[src/design/poasq_pkg.sv]
package poasq_pkg;

  // Table size
  localparam int SLOTS_DEF = 16;

  // Field widths
  localparam int ID_W     = 16;
  localparam int TIME_W   = 32;
  localparam int PRIO_W   = 8;
  localparam int STAT_W   = 2;
  localparam int CNT_W    = 5;
  localparam int CFG_W    = 5;
  localparam int CFG_IDX_W = 1;

  // Request codes
  localparam logic ACT_ADD = 1'b0;
  localparam logic ACT_POP = 1'b1;

  // Ordering modes
  localparam logic MODE_AGE  = 1'b0;
  localparam logic MODE_PRIO = 1'b1;

  // Register indexes
  localparam logic [CFG_IDX_W-1:0] REG_ORDER_MODE   = 1'b0;
  localparam logic [CFG_IDX_W-1:0] REG_SLOTS_IN_USE = 1'b1;

  // Register reset values
  localparam logic             ORDER_MODE_RST   = MODE_AGE;
  localparam logic [CFG_W-1:0] SLOTS_IN_USE_RST = 5'd16;

  typedef enum logic [STAT_W-1:0] {
    ST_OK    = 2'd0,
    ST_FULL  = 2'd1,
    ST_EMPTY = 2'd2
  } status_t;

  typedef enum logic [1:0] {
    S_IDLE,
    S_SCAN,
    S_DRAIN,
    S_FINISH
  } state_t;

  typedef struct packed {
    logic [ID_W-1:0]   id;
    logic [TIME_W-1:0] tstamp;
    logic [PRIO_W-1:0] prio;
  } entry_t;

  // Control from the sequencer to the compare unit
  typedef struct packed {
    logic clear;
    logic cand_vld;
    logic mode;
  } cmp_ctl_t;

  // Running winner held by the compare unit
  typedef struct packed {
    logic   found;
    entry_t entry;
  } best_t;

endpackage

[src/design/poasq_if.sv]
interface poasq_in_if;
  logic                          valid;
  logic                          ready;
  logic                          action;
  logic [poasq_pkg::ID_W-1:0]    conn_id;
  logic [poasq_pkg::TIME_W-1:0]  arrival_time;
  logic [poasq_pkg::PRIO_W-1:0]  prio;

  modport source (output valid, action, conn_id, arrival_time, prio, input ready);
  modport sink   (input valid, action, conn_id, arrival_time, prio, output ready);
endinterface

interface poasq_out_if;
  logic                          valid;
  logic                          ready;
  logic [poasq_pkg::STAT_W-1:0]  status;
  logic [poasq_pkg::ID_W-1:0]    out_id;
  logic [poasq_pkg::TIME_W-1:0]  out_time;
  logic [poasq_pkg::PRIO_W-1:0]  out_prio;
  logic [poasq_pkg::CNT_W-1:0]   occupancy;

  modport source (output valid, status, out_id, out_time, out_prio, occupancy, input ready);
  modport sink   (input valid, status, out_id, out_time, out_prio, occupancy, output ready);
endinterface

[src/design/priority_or_age_slot_queue_top.sv]
// Channel   Modport  Direction  Word
// in_if     sink     input      action, conn_id, arrival_time, prio
// out_if    source   output     status, out_id, out_time, out_prio, occupancy
// cfg_*     plain    input      write enable, register index, write data
//
// An add scans from slot 0 and stops at the first free slot, or after all lim usable
// slots when they are all taken. A pop reads every usable slot before it answers.
// lim is slots_in_use capped at SLOTS. The scan goes one slot per cycle; a pop reads
// through the single read port of the slot memory into one shared compare unit.
// Reset is synchronous and active low; it clears the valid bits and count and sets the registers to their reset values.
// A result that is not taken holds the block in its last step, with input not ready.

module priority_or_age_slot_queue_top #(
  parameter int SLOTS = poasq_pkg::SLOTS_DEF
) (
  input  logic                              clk,
  input  logic                              rst_n,
  poasq_in_if.sink                          in_if,
  poasq_out_if.source                       out_if,
  input  logic                              cfg_we,
  input  logic [poasq_pkg::CFG_IDX_W-1:0]   cfg_idx,
  input  logic [poasq_pkg::CFG_W-1:0]       cfg_wdata
);

  localparam int IW = $clog2(SLOTS);
  localparam int CW = $clog2(SLOTS + 1);
  localparam int EW = $bits(poasq_pkg::entry_t);

  // Sequencer state and the request being served.
  poasq_pkg::state_t          state_r, state_nxt;
  logic                       act_r, act_nxt;
  poasq_pkg::entry_t          req_r, req_nxt;
  logic [CW-1:0]              lim_r, lim_nxt;
  logic [CW-1:0]              idx_r, idx_nxt;
  logic                       free_found_r, free_found_nxt;
  logic [IW-1:0]              free_idx_r, free_idx_nxt;

  // Slot bookkeeping. The slot fields live in the memory; a slot's fields are
  // only read while its valid bit is set, so the memory needs no clearing.
  logic [SLOTS-1:0]           valid_r, valid_nxt;
  logic [poasq_pkg::CNT_W-1:0] cnt_r, cnt_nxt;

  // Configuration registers.
  logic                       mode_r, mode_nxt;
  logic [poasq_pkg::CFG_W-1:0] siu_r, siu_nxt;

  // The memory read is registered, so the candidate's valid flag and index are registered alongside it.
  logic                       rd_vld_r, rd_vld_nxt;
  logic [IW-1:0]              rd_idx_r, rd_idx_nxt;

  // Result register, which frees the scan side while a word waits downstream.
  logic                       out_valid_r, out_valid_nxt;
  logic [poasq_pkg::STAT_W-1:0] out_stat_r, out_stat_nxt;
  poasq_pkg::entry_t          out_entry_r, out_entry_nxt;
  logic [poasq_pkg::CNT_W-1:0] out_occ_r, out_occ_nxt;

  // Memory and compare unit hookup.
  logic                       ram_we;
  logic [IW-1:0]              ram_waddr;
  logic [IW-1:0]              ram_raddr;
  logic [EW-1:0]              ram_rdata;
  poasq_pkg::cmp_ctl_t        cmp_ctl;
  poasq_pkg::best_t           best;
  logic [IW-1:0]              best_idx;

  logic                       in_acc;
  logic                       out_free;
  logic                       scan_done;
  logic [IW-1:0]              cur;
  logic                       cur_valid;

  assign in_if.ready = (state_r == poasq_pkg::S_IDLE);
  assign in_acc      = in_if.valid && in_if.ready;
  assign out_free    = !out_valid_r || out_if.ready;
  assign scan_done   = (idx_r == lim_r);
  assign cur         = idx_r[IW-1:0];
  assign cur_valid   = valid_r[cur];

  poasq_ram #(
    .WIDTH (EW),
    .DEPTH (SLOTS)
  ) u_ram (
    .clk   (clk),
    .we    (ram_we),
    .waddr (ram_waddr),
    .wdata (req_r),
    .raddr (ram_raddr),
    .rdata (ram_rdata)
  );

  poasq_cmp #(
    .SLOTS (SLOTS)
  ) u_cmp (
    .clk      (clk),
    .rst_n    (rst_n),
    .ctl      (cmp_ctl),
    .cand_idx (rd_idx_r),
    .cand     (poasq_pkg::entry_t'(ram_rdata)),
    .best     (best),
    .best_idx (best_idx)
  );

  assign cmp_ctl.clear    = in_acc;
  assign cmp_ctl.cand_vld = rd_vld_r;
  assign cmp_ctl.mode     = mode_r;

  // Configuration writes. Only legal while idle, so no interlock with the scan.
  always_comb begin
    mode_nxt = mode_r;
    siu_nxt  = siu_r;
    if (cfg_we) begin
      case (cfg_idx)
        poasq_pkg::REG_ORDER_MODE:   mode_nxt = cfg_wdata[0];
        poasq_pkg::REG_SLOTS_IN_USE: siu_nxt  = cfg_wdata;
        default: ;
      endcase
    end
  end

  // Sequencer: next state and outputs.
  always_comb begin
    state_nxt      = state_r;
    act_nxt        = act_r;
    req_nxt        = req_r;
    lim_nxt        = lim_r;
    idx_nxt        = idx_r;
    free_found_nxt = free_found_r;
    free_idx_nxt   = free_idx_r;
    valid_nxt      = valid_r;
    cnt_nxt        = cnt_r;
    rd_vld_nxt     = 1'b0;
    rd_idx_nxt     = cur;
    ram_we         = 1'b0;
    ram_waddr      = free_idx_r;
    ram_raddr      = cur;
    out_valid_nxt  = out_valid_r && !out_if.ready;
    out_stat_nxt   = out_stat_r;
    out_entry_nxt  = out_entry_r;
    out_occ_nxt    = out_occ_r;

    case (state_r)
      poasq_pkg::S_IDLE: begin
        if (in_acc) begin
          act_nxt        = in_if.action;
          req_nxt.id     = in_if.conn_id;
          req_nxt.tstamp = in_if.arrival_time;
          req_nxt.prio   = in_if.prio;
          // Usable slots are the programmed count capped at the table size.
          if (32'(siu_r) > SLOTS) begin
            lim_nxt = CW'(SLOTS);
          end else begin
            lim_nxt = CW'(siu_r);
          end
          idx_nxt        = '0;
          free_found_nxt = 1'b0;
          state_nxt      = poasq_pkg::S_SCAN;
        end
      end

      poasq_pkg::S_SCAN: begin
        if (act_r == poasq_pkg::ACT_ADD) begin
          // First free slot wins; stop as soon as one turns up.
          if (scan_done) begin
            state_nxt = poasq_pkg::S_FINISH;
          end else if (!cur_valid) begin
            free_found_nxt = 1'b1;
            free_idx_nxt   = cur;
            state_nxt      = poasq_pkg::S_FINISH;
          end else begin
            idx_nxt = idx_r + CW'(1);
          end
        end else begin
          // Pop reads every usable slot; the compare unit keeps the winner.
          if (scan_done) begin
            state_nxt = poasq_pkg::S_DRAIN;
          end else begin
            rd_vld_nxt = cur_valid;
            idx_nxt    = idx_r + CW'(1);
          end
        end
      end

      poasq_pkg::S_DRAIN: begin
        // The last candidate was compared at the end of the scan; this is a
        // spare cycle before the result is formed.
        state_nxt = poasq_pkg::S_FINISH;
      end

      poasq_pkg::S_FINISH: begin
        if (out_free) begin
          out_valid_nxt = 1'b1;
          out_entry_nxt = '0;
          state_nxt     = poasq_pkg::S_IDLE;
          if (act_r == poasq_pkg::ACT_ADD) begin
            if (free_found_r) begin
              ram_we                 = 1'b1;
              valid_nxt[free_idx_r]  = 1'b1;
              cnt_nxt                = cnt_r + poasq_pkg::CNT_W'(1);
              out_stat_nxt           = poasq_pkg::ST_OK;
            end else begin
              out_stat_nxt = poasq_pkg::ST_FULL;
            end
          end else begin
            if (best.found) begin
              valid_nxt[best_idx] = 1'b0;
              if (cnt_r != '0) begin
                cnt_nxt = cnt_r - poasq_pkg::CNT_W'(1);
              end
              out_entry_nxt = best.entry;
              out_stat_nxt  = poasq_pkg::ST_OK;
            end else begin
              out_stat_nxt = poasq_pkg::ST_EMPTY;
            end
          end
          out_occ_nxt = cnt_nxt;
        end
      end

      default: begin
        state_nxt = poasq_pkg::S_IDLE;
      end
    endcase
  end

  always_ff @(posedge clk) begin
    if (!rst_n) begin
      state_r     <= poasq_pkg::S_IDLE;
      valid_r     <= '0;
      cnt_r       <= '0;
      mode_r      <= poasq_pkg::ORDER_MODE_RST;
      siu_r       <= poasq_pkg::SLOTS_IN_USE_RST;
      rd_vld_r    <= 1'b0;
      out_valid_r <= 1'b0;
    end else begin
      state_r     <= state_nxt;
      valid_r     <= valid_nxt;
      cnt_r       <= cnt_nxt;
      mode_r      <= mode_nxt;
      siu_r       <= siu_nxt;
      rd_vld_r    <= rd_vld_nxt;
      out_valid_r <= out_valid_nxt;
    end
  end

  always_ff @(posedge clk) begin
    act_r        <= act_nxt;
    req_r        <= req_nxt;
    lim_r        <= lim_nxt;
    idx_r        <= idx_nxt;
    free_found_r <= free_found_nxt;
    free_idx_r   <= free_idx_nxt;
    rd_idx_r     <= rd_idx_nxt;
    out_stat_r   <= out_stat_nxt;
    out_entry_r  <= out_entry_nxt;
    out_occ_r    <= out_occ_nxt;
  end

  assign out_if.valid     = out_valid_r;
  assign out_if.status    = out_stat_r;
  assign out_if.out_id    = out_entry_r.id;
  assign out_if.out_time  = out_entry_r.tstamp;
  assign out_if.out_prio  = out_entry_r.prio;
  assign out_if.occupancy = out_occ_r;

`ifndef ASSERT_OFF
  // The entry count always matches the number of valid slots.
  a_count_matches: assert property (@(posedge clk) disable iff (!rst_n)
    $countones(valid_r) == int'(cnt_r))
    else $error("entry count out of step with valid bits");

  // An accepted request always starts a scan.
  a_accept_scans: assert property (@(posedge clk) disable iff (!rst_n)
    in_acc |=> state_r == poasq_pkg::S_SCAN)
    else $error("accepted request did not start a scan");

  // A committed add lands in a slot that was free.
  a_add_free: assert property (@(posedge clk) disable iff (!rst_n)
    (state_r == poasq_pkg::S_FINISH && out_free && act_r == poasq_pkg::ACT_ADD
     && free_found_r) |-> !valid_r[free_idx_r])
    else $error("add overwrote a valid slot");

  // A committed pop removes a slot that was valid.
  a_pop_valid: assert property (@(posedge clk) disable iff (!rst_n)
    (state_r == poasq_pkg::S_FINISH && out_free && act_r == poasq_pkg::ACT_POP
     && best.found) |-> valid_r[best_idx])
    else $error("pop chose an empty slot");

  // Candidates only arrive during a pop scan or its drain cycle.
  a_cand_window: assert property (@(posedge clk) disable iff (!rst_n)
    rd_vld_r |-> (act_r == poasq_pkg::ACT_POP &&
                  (state_r == poasq_pkg::S_SCAN || state_r == poasq_pkg::S_DRAIN)))
    else $error("compare candidate outside a pop scan");
`endif

endmodule

[src/design/poasq_ram.sv]
module poasq_ram #(
  parameter int WIDTH = 8,
  parameter int DEPTH = 16
) (
  input  logic                     clk,
  input  logic                     we,
  input  logic [$clog2(DEPTH)-1:0] waddr,
  input  logic [WIDTH-1:0]         wdata,
  input  logic [$clog2(DEPTH)-1:0] raddr,
  output logic [WIDTH-1:0]         rdata
);

  logic [WIDTH-1:0] mem [DEPTH];
  logic [WIDTH-1:0] rdata_r;

  always_ff @(posedge clk) begin
    if (we) begin
      mem[waddr] <= wdata;
    end
    rdata_r <= mem[raddr];
  end

  assign rdata = rdata_r;

endmodule

[src/design/poasq_cmp.sv]
module poasq_cmp #(
  parameter int SLOTS = poasq_pkg::SLOTS_DEF
) (
  input  logic                     clk,
  input  logic                     rst_n,
  input  poasq_pkg::cmp_ctl_t      ctl,
  input  logic [$clog2(SLOTS)-1:0] cand_idx,
  input  poasq_pkg::entry_t        cand,
  output poasq_pkg::best_t         best,
  output logic [$clog2(SLOTS)-1:0] best_idx
);

  localparam int IW = $clog2(SLOTS);

  logic                found_r, found_nxt;
  poasq_pkg::entry_t   entry_r, entry_nxt;
  logic [IW-1:0]       idx_r, idx_nxt;
  logic                better;
  logic                take;

  // Strict compare, so an equal later slot never displaces an earlier one.
  always_comb begin
    if (ctl.mode == poasq_pkg::MODE_PRIO) begin
      better = cand.prio > entry_r.prio;
    end else begin
      better = cand.tstamp < entry_r.tstamp;
    end
    take      = ctl.cand_vld && (!found_r || better);
    found_nxt = found_r;
    entry_nxt = entry_r;
    idx_nxt   = idx_r;
    if (ctl.clear) begin
      found_nxt = 1'b0;
    end else if (take) begin
      found_nxt = 1'b1;
      entry_nxt = cand;
      idx_nxt   = cand_idx;
    end
  end

  always_ff @(posedge clk) begin
    if (!rst_n) begin
      found_r <= 1'b0;
    end else begin
      found_r <= found_nxt;
    end
  end

  always_ff @(posedge clk) begin
    entry_r <= entry_nxt;
    idx_r   <= idx_nxt;
  end

  assign best.found = found_r;
  assign best.entry = entry_r;
  assign best_idx   = idx_r;

endmodule
[src/flat_wrapper.sv]
// flat-port wrapper written by rule: the top's interface ports become plain ports
module priority_or_age_slot_queue_top_flat 
#(
  parameter int SLOTS = poasq_pkg::SLOTS_DEF
)
  (clk, rst_n, cfg_we, cfg_idx, cfg_wdata, in_if_valid, in_if_action, in_if_conn_id, in_if_arrival_time, in_if_prio, in_if_ready, out_if_valid, out_if_status, out_if_out_id, out_if_out_time, out_if_out_prio, out_if_occupancy, out_if_ready);
  poasq_in_if in_if_i ();
  poasq_out_if out_if_i ();
  input  logic clk;
  input  logic rst_n;
  input  logic cfg_we;
  input  logic [poasq_pkg::CFG_IDX_W-1:0] cfg_idx;
  input  logic [poasq_pkg::CFG_W-1:0] cfg_wdata;
  input wire logic [$bits(in_if_i.valid)-1:0] in_if_valid;
  input wire logic [$bits(in_if_i.action)-1:0] in_if_action;
  input wire logic [$bits(in_if_i.conn_id)-1:0] in_if_conn_id;
  input wire logic [$bits(in_if_i.arrival_time)-1:0] in_if_arrival_time;
  input wire logic [$bits(in_if_i.prio)-1:0] in_if_prio;
  output wire logic [$bits(in_if_i.ready)-1:0] in_if_ready;
  output wire logic [$bits(out_if_i.valid)-1:0] out_if_valid;
  output wire logic [$bits(out_if_i.status)-1:0] out_if_status;
  output wire logic [$bits(out_if_i.out_id)-1:0] out_if_out_id;
  output wire logic [$bits(out_if_i.out_time)-1:0] out_if_out_time;
  output wire logic [$bits(out_if_i.out_prio)-1:0] out_if_out_prio;
  output wire logic [$bits(out_if_i.occupancy)-1:0] out_if_occupancy;
  input wire logic [$bits(out_if_i.ready)-1:0] out_if_ready;
  assign in_if_i.valid = in_if_valid;
  assign in_if_i.action = in_if_action;
  assign in_if_i.conn_id = in_if_conn_id;
  assign in_if_i.arrival_time = in_if_arrival_time;
  assign in_if_i.prio = in_if_prio;
  assign in_if_ready = in_if_i.ready;
  assign out_if_valid = out_if_i.valid;
  assign out_if_status = out_if_i.status;
  assign out_if_out_id = out_if_i.out_id;
  assign out_if_out_time = out_if_i.out_time;
  assign out_if_out_prio = out_if_i.out_prio;
  assign out_if_occupancy = out_if_i.occupancy;
  assign out_if_i.ready = out_if_ready;
  priority_or_age_slot_queue_top #(.SLOTS(SLOTS)) u_core (.clk(clk), .rst_n(rst_n), .in_if(in_if_i), .out_if(out_if_i), .cfg_we(cfg_we), .cfg_idx(cfg_idx), .cfg_wdata(cfg_wdata));
endmodule
[config.mk]
export PLATFORM = sky130hd
export DESIGN_NAME = priority_or_age_slot_queue_top_flat
export DESIGN_NICKNAME = d
export VERILOG_FILES = /design/src/design/poasq_pkg.sv /design/src/design/poasq_if.sv /design/src/design/priority_or_age_slot_queue_top.sv /design/src/design/poasq_ram.sv /design/src/design/poasq_cmp.sv /design/src/flat_wrapper.sv
export SDC_FILE = /design/constraint.sdc
export NUM_CORES = 1
export LEC_CHECK = 0
export BUFFER_PORTS_ARGS = -buffer_cell sky130_fd_sc_hd__buf_2
export CAP_MARGIN = 10
export CORE_UTILIZATION = 30
export CTS_BUF_LIST = sky130_fd_sc_hd__clkbuf_2
export DETAILED_ROUTE_END_ITERATION = 10
export PLACE_DENSITY = 0.4
export SYNTH_ARGS = -nofsm -noshare
export SYNTH_HDL_FRONTEND = slang
export SYNTH_HIERARCHICAL = 1
export SYNTH_SLANG_ARGS = --single-unit
[constraint.sdc]
create_clock -name clk -period 13 [get_ports clk]
set_clock_uncertainty 0.2 [all_clocks]
set_input_delay 2.6 -clock clk [delete_from_list [all_inputs] [get_ports clk]]
set_output_delay 2.6 -clock clk [all_outputs]
set_load 0.03 [all_outputs]
; ---- Word level (Yosys, flattened, before mapping)
; Memory sizes are Yosys's and may differ from the RTL's. A register that Yosys moved wholly into a read port is not among the register bits.
; Index checks and enable logic that the tools add are counted.
; W data, S select, Z words.
[classes]
bitwise_logic = 10
n_mux = 43
n_reduce_logical = 27
order_cmp = 8
n_addsub = 3
eq_ne = 13
[ops]
columns = operator, n
row1 = $mux W16, 3
row2 = $mux W5, 9
row3 = $lt A32 B32 Y1, 1
row4 = $mux W1, 17
row5 = $and A16 B16 Y16, 1
row6 = $mux W2, 8
row7 = $not A16 Y16, 1
row8 = $or A16 B16 Y16, 1
row9 = $reduce_and A4 Y1, 4
row10 = $lt A4 B5 Y1 const B, 3
row11 = $reduce_and A2 Y1, 6
row12 = $add A5 B1 Y5 const B, 2
row13 = $ne A2 B2 Y1 const B, 5
row14 = $pmux W5 S2, 1
row15 = $demux W1 S4, 2
row16 = $ge A4 B1 Y1 const B, 2
row17 = $gt A8 B8 Y1, 1
row18 = $pmux W2 S4, 1
row19 = $not A1 Y1, 7
row20 = $eq A5 B5 Y1, 1
row21 = $gt A5 B5 Y1 const B, 1
row22 = $logic_and A1 B1 Y1, 5
row23 = $reduce_and A5 Y1, 1
row24 = $reduce_bool A5 Y1, 1
row25 = 15 further kinds, 20
[totals]
ramBits = 896
ff_bits = 231
n_memories = 1
wordCells = 131
[mem_list]
columns = memory, words, word_bits, rd, rd_clocked_by_memory_dff, wr, line_no
row1 = u_core.u_ram.mem, 16, 56, 1, 1, 1, poasq_ram.sv:13  ; logic [WIDTH-1:0] mem [DEPTH];

; ---- Logic depth before layout (Yosys ltp)
[logic_depth]
depth_word = 8
ltp_mapped = 7

; ---- By module
; Netlist, hierarchy kept.
[modules_own_cells]
columns = module, instances, area_each_um2, seq_area_each_um2, cells_each
row1 = poasq_ram, 1, 34678.3, 28026.9, 1445
row2 = priority_or_age_slot_queue_top, 1, 6608.8, 4754.6, 457
row3 = poasq_cmp, 1, 2867.8, 1821.7, 206

; ---- Worst setup path after synthesis
; No wires, ideal clock.
[synth_timing]
kind = input to register
start = input port out_if_ready
end = memory u_core/u_ram/mem[0][0] in the netlist's numbering, enable pin
path_buffers = 0
path_slack_ps = 4879
setup_ps = 539
arrival_ps = 7382
stages = 5
t_required_ps = 12261
cell_sequence = nand2b_1 nand3_1 inv_2 or3b_2 nor3_1
[synth_via]
elab_chain_cells = 5
[synth_rtl]
columns = element, line_no
row1 = from (decl), flat_wrapper.sv:26  ; input wire logic [$bits(out_if_i.ready)-1:0] out_if_ready;
row2 = $logic_or A1 B1 Y1, priority_or_age_slot_queue_top.sv:74  ; assign out_free = !out_valid_r || out_if.ready;
row3 = $mux W1, priority_or_age_slot_queue_top.sv:190  ; if (out_free) begin
row4 = $mux W1, priority_or_age_slot_queue_top.sv:141  ; case (state_r)
row5 = via u_core.ram_we, priority_or_age_slot_queue_top.sv:58  ; logic ram_we;
row6 = $mux W1, poasq_ram.sv:17  ; if (we) begin
row7 = $mux W1 (not written as such), poasq_ram.sv:18  ; mem[waddr] <= wdata;
row8 = to (decl), poasq_ram.sv:13
; The timed path passes the listed nets, and every way through them passes these cells.

; ---- Worst setup path in the final report
[layout_timing]
start = register u_core.state_r[0]
end = output port in_if_ready
[layout_via]
elab_chain_cells = 1
[layout_rtl]
columns = element, line_no
row1 = from (decl), priority_or_age_slot_queue_top.sv:30  ; poasq_pkg::state_t state_r, state_nxt;
row2 = from (signal assigned), priority_or_age_slot_queue_top.sv:227  ; state_r <= poasq_pkg::S_IDLE;
row3 = from (signal assigned), priority_or_age_slot_queue_top.sv:235  ; state_r <= state_nxt;
row4 = $logic_not A2 Y1, priority_or_age_slot_queue_top.sv:72  ; assign in_if.ready = (state_r == poasq_pkg::S_IDLE);
row5 = to (decl), flat_wrapper.sv:19  ; output wire logic [$bits(in_if_i.ready)-1:0] in_if_ready;
; Every way passes these cells.

==> results.md <==
* Yosys reg bits at 1183
* Slowest stage delay, CP at 390 ps
* Initial DRT Pass Iterations at 8
* # rows at 140
* Placed Instances at 4094
* Area delta synth->final at 13.3%
* PwrDens at 192 nW/um^2
* Reg2Reg Setup Slack at 8600 ps
* Most used DFF post-synth: edfxtp_1
* Crit-path cells: inv_1 > ha_1 > buf_2
* CP Capture Type: output pin
* Wire per inst at 23.3 um
* WHS at 109 ps
* Status: finished, final reports clean
* Async set-reset flop share out of synthesis at 0%
* CTS root buf: clkbuf_2
* Mapped Area at 44200 um^2
* Share of cells above drive strength 1 at 34.6%
* Clock buffer depth at 4
* Finished Layout Cells at 4677
* CTS tree: done
* Post-Syn Area per Cell at 20.9 um^2
* Area of the core at 146000 um^2
* Hold Crit Start: u_core/u_ram/rdata[44]
* Worst EP required at 10200 ps
* Comb power frac at 22.7%
* Unrepaired setup endpoints after global routing: no
* Worst setup margin at 7780 ps
* Mapped Cells at 2108
* Max Freq at 192 MHz
* Initial cell density of the core at 30.3%
* Pin count of the biggest net entering global routing at 134
* CP Max Fanout at 4
* Tightest Pin Transition at 1240 ps
* # hold bufs at CTS at 0
* Synth Net Count at 2222
* Worst path arrival time at 2420 ps
* Worst setup startpoint: u_core/state_r[0]
* Maximum vdd drop at 0.158 mV
* RR Startpoint: u_core/u_cmp/best[39]
* I/O pin cnt at 133
* EDFF count, synth at 1091
* Num CTS Buffers at 341
* Yosys cell types at 69
* Placer Congestion at 0.719
* CTS resizes at 0
* P_sw at 0.00308 W
* Int Power at 0.00654 W
* Vias in the first global route at 24300
* Leak at 16.9 nW
* Slew Viols, Final at 0
* H-tree Lvls at 5
* CP Launch Type: register
* DIE AREA at 149000 um^2
* Net count, final at 2636
* Reg clk slew, reported paths at 100 ps
* Min Tclk post-route at 5220 ps
* DRT iter0 DRCs at 1315
* Switching share of power at 32.0%
* Post-route DRC at 0
* Number of fill cells at 13900
* Max-capacitance violation count at 0
* DIE WIDTH at 386 um
* Postcts setup bufs at 0
* CP Class: reg2out
* Finish-stage setup viols at 0
* Critical path destination: in_if_ready
* Seq/Total Area, Yosys at 78.4%
* Via Count at 21900
* Global-route wire length before repair at 159 mm
* Yosys synthesis warning count at 6
* Die Height at 386 um
* Initial antenna violation count at 6
* Worst Hold Class: reg2reg
* Share of total power in the clock network at 26.6%
* Vias per cell at 4.68
* Port Buf Inserts at 132
* Sum of negative setup slack at 0 ps
* Final period util at 40.2%
* Slew Limit Headroom at 17.2%
* Post-Place Worst Slack at 6610 ps
* Placed wire-length estimate at 59.3 mm
* Post-route ant nets at 0
* CTS Sinks at 1183
* Global route total overflow at 0
* Sequential share of power at 50.8%
* WL final at 109 mm
* Hold Vio Cnt, Final at 0
* CP max-delay cell: dfxtp_1
* FF-to-FF End: u_core/u_cmp/best_idx[2]
* R2R cell count at 7
* Clock latency on the worst-skew pair at 1610 ps
* GRT Util Overall at 14.9%
## logic make-up after synthesis
logic type,after synthesis,share of synthesized area (%)
simple gates,277,3.26
compound gates,210,3.49
flops,1183,78.4
xor+xnor,9,0.179
mux,234,11.7
fa+ha+maj,46,1.30
buf+inv,149,1.68
## cell type report
cell class | count | area [um^2] | area share [%]
well taps | 1917 | 2400 | 4.80
clock inverters | 77 | 328 | 0.655
flip-flops and latches | 1183 | 34600 | 69.2
inverters | 50 | 190 | 0.380
clock buffers | 502 | 2510 | 5.02
multi-input cells | 776 | 8950 | 17.9
diodes | 2 | 5.00 | 0.0100
repair buffers | 170 | 1030 | 2.06
## placed cells by master, fill, tap and decap left out, types with 24 or more instances in the layout
| cell type | Yosys | final |
|---|---|---|
| a22oi_1 | 112 | 112 |
| dfxtp_1 | 92 | 91 |
| nand2_1 | 94 | 94 |
| inv_1 | 48 | 47 |
| edfxtp_1 | 1091 | 1091 |
| a21oi_1 | 24 | 24 |
| clkinv_1 | 0 | 61 |
| buf_2 | 13 | 132 |
| mux4_2 | 226 | 226 |
| clkbuf_2 | 0 | 502 |
| and3_1 | 56 | 56 |
| ha_1 | 46 | 46 |
| buf_4 | 6 | 32 |
## cell usage after synthesis (all sizes together) (6+ instances only)
cell / instances / area, um^2
a21boi: 14 / 105
a21oi: 24 / 120
a22oi: 112 / 841
and2: 8 / 50.1
and3: 56 / 350
buf: 38 / 317
clkbuf: 61 / 239
dfxtp: 92 / 1840
edfxtp: 1091 / 32800
ha: 46 / 576
inv: 50 / 188
mux2i: 6 / 60.1
mux4: 226 / 5090
nand2: 94 / 353
nand2b: 7 / 51.3
nand3: 21 / 118
nand4: 10 / 62.6
nor2: 35 / 134
nor2b: 17 / 114
nor3: 9 / 50.1
o21a: 6 / 45.0
o21ai: 18 / 90.1
## power by group through the flow
stage	sequential (W)	combinational (W)	clock [W]
6_report	0.00488	0.00218	0.00256
3_3_place_gp	0.00497	0.00225	0
3_5_place_dp	0.00499	0.00226	0
5_1_grt	0.00494	0.00240	0.00290
4_1_cts	0.00490	0.00227	0.00271
2_1_floorplan	0.00488	0.00156	0
## per-layer routing
layer | vias to the layer above | GRT usage [%] | wire, um
met5 | - | 0 | 7
met1 | 11400 | 18.7 | 47500
met4 | 2 | 4.79 | 2020
met3 | 169 | 4.30 | 5690
met2 | 625 | 24.6 | 53800
li1 | 9712 | - | -
## state kept, by name, summed over array words and instances, names as in the netlist, 8 cells and up
| register | count |
|---|---|
| u_core/u_ram/mem | 896 |
| u_core/req_r | 56 |
| u_core/u_cmp/best | 56 |
| u_core/u_ram/rdata | 56 |
| u_core/out_if.out_time | 32 |
| u_core/out_if.out_id | 16 |
| u_core/valid_r | 16 |
| u_core/out_if.out_prio | 8 |
## worst max-delay path: cells and delay by family (launching register included)
family,cells,cell delay [ps]
buf+inv,2,300
fa+ha+maj,1,270
flops,1,390
## worst min-delay path by stage
| stage | endpoint | slack [ps] | cells past startpoint |
|---|---|---|---|
| 6_report | u_core/u_cmp/best[44] | 110 | 0 |
| 4_1_cts | u_core/u_cmp/best[44] | 120 | 0 |
| 2_1_floorplan | u_core/u_cmp/best[40] | 190 | 0 |
| 3_5_place_dp | u_core/u_cmp/best[54] | 190 | 0 |
| 3_3_place_gp | u_core/u_cmp/best_idx[0] | 190 | 0 |
| 5_1_grt | u_core/u_cmp/best[44] | 130 | 0 |
## metrics by stage
step	power [W]	utilization, %	cell area [um^2]
final	0.00962	34.3	50000
after global routing	0.0102	34.3	50000
after CTS	0.00989	34.2	50000
after detailed placement	0.00725	32.3	47100
after global placement	0.00722	32.3	47100
after floorplan	0.00644	-	44200
Power figures use the tool's default switching activity.
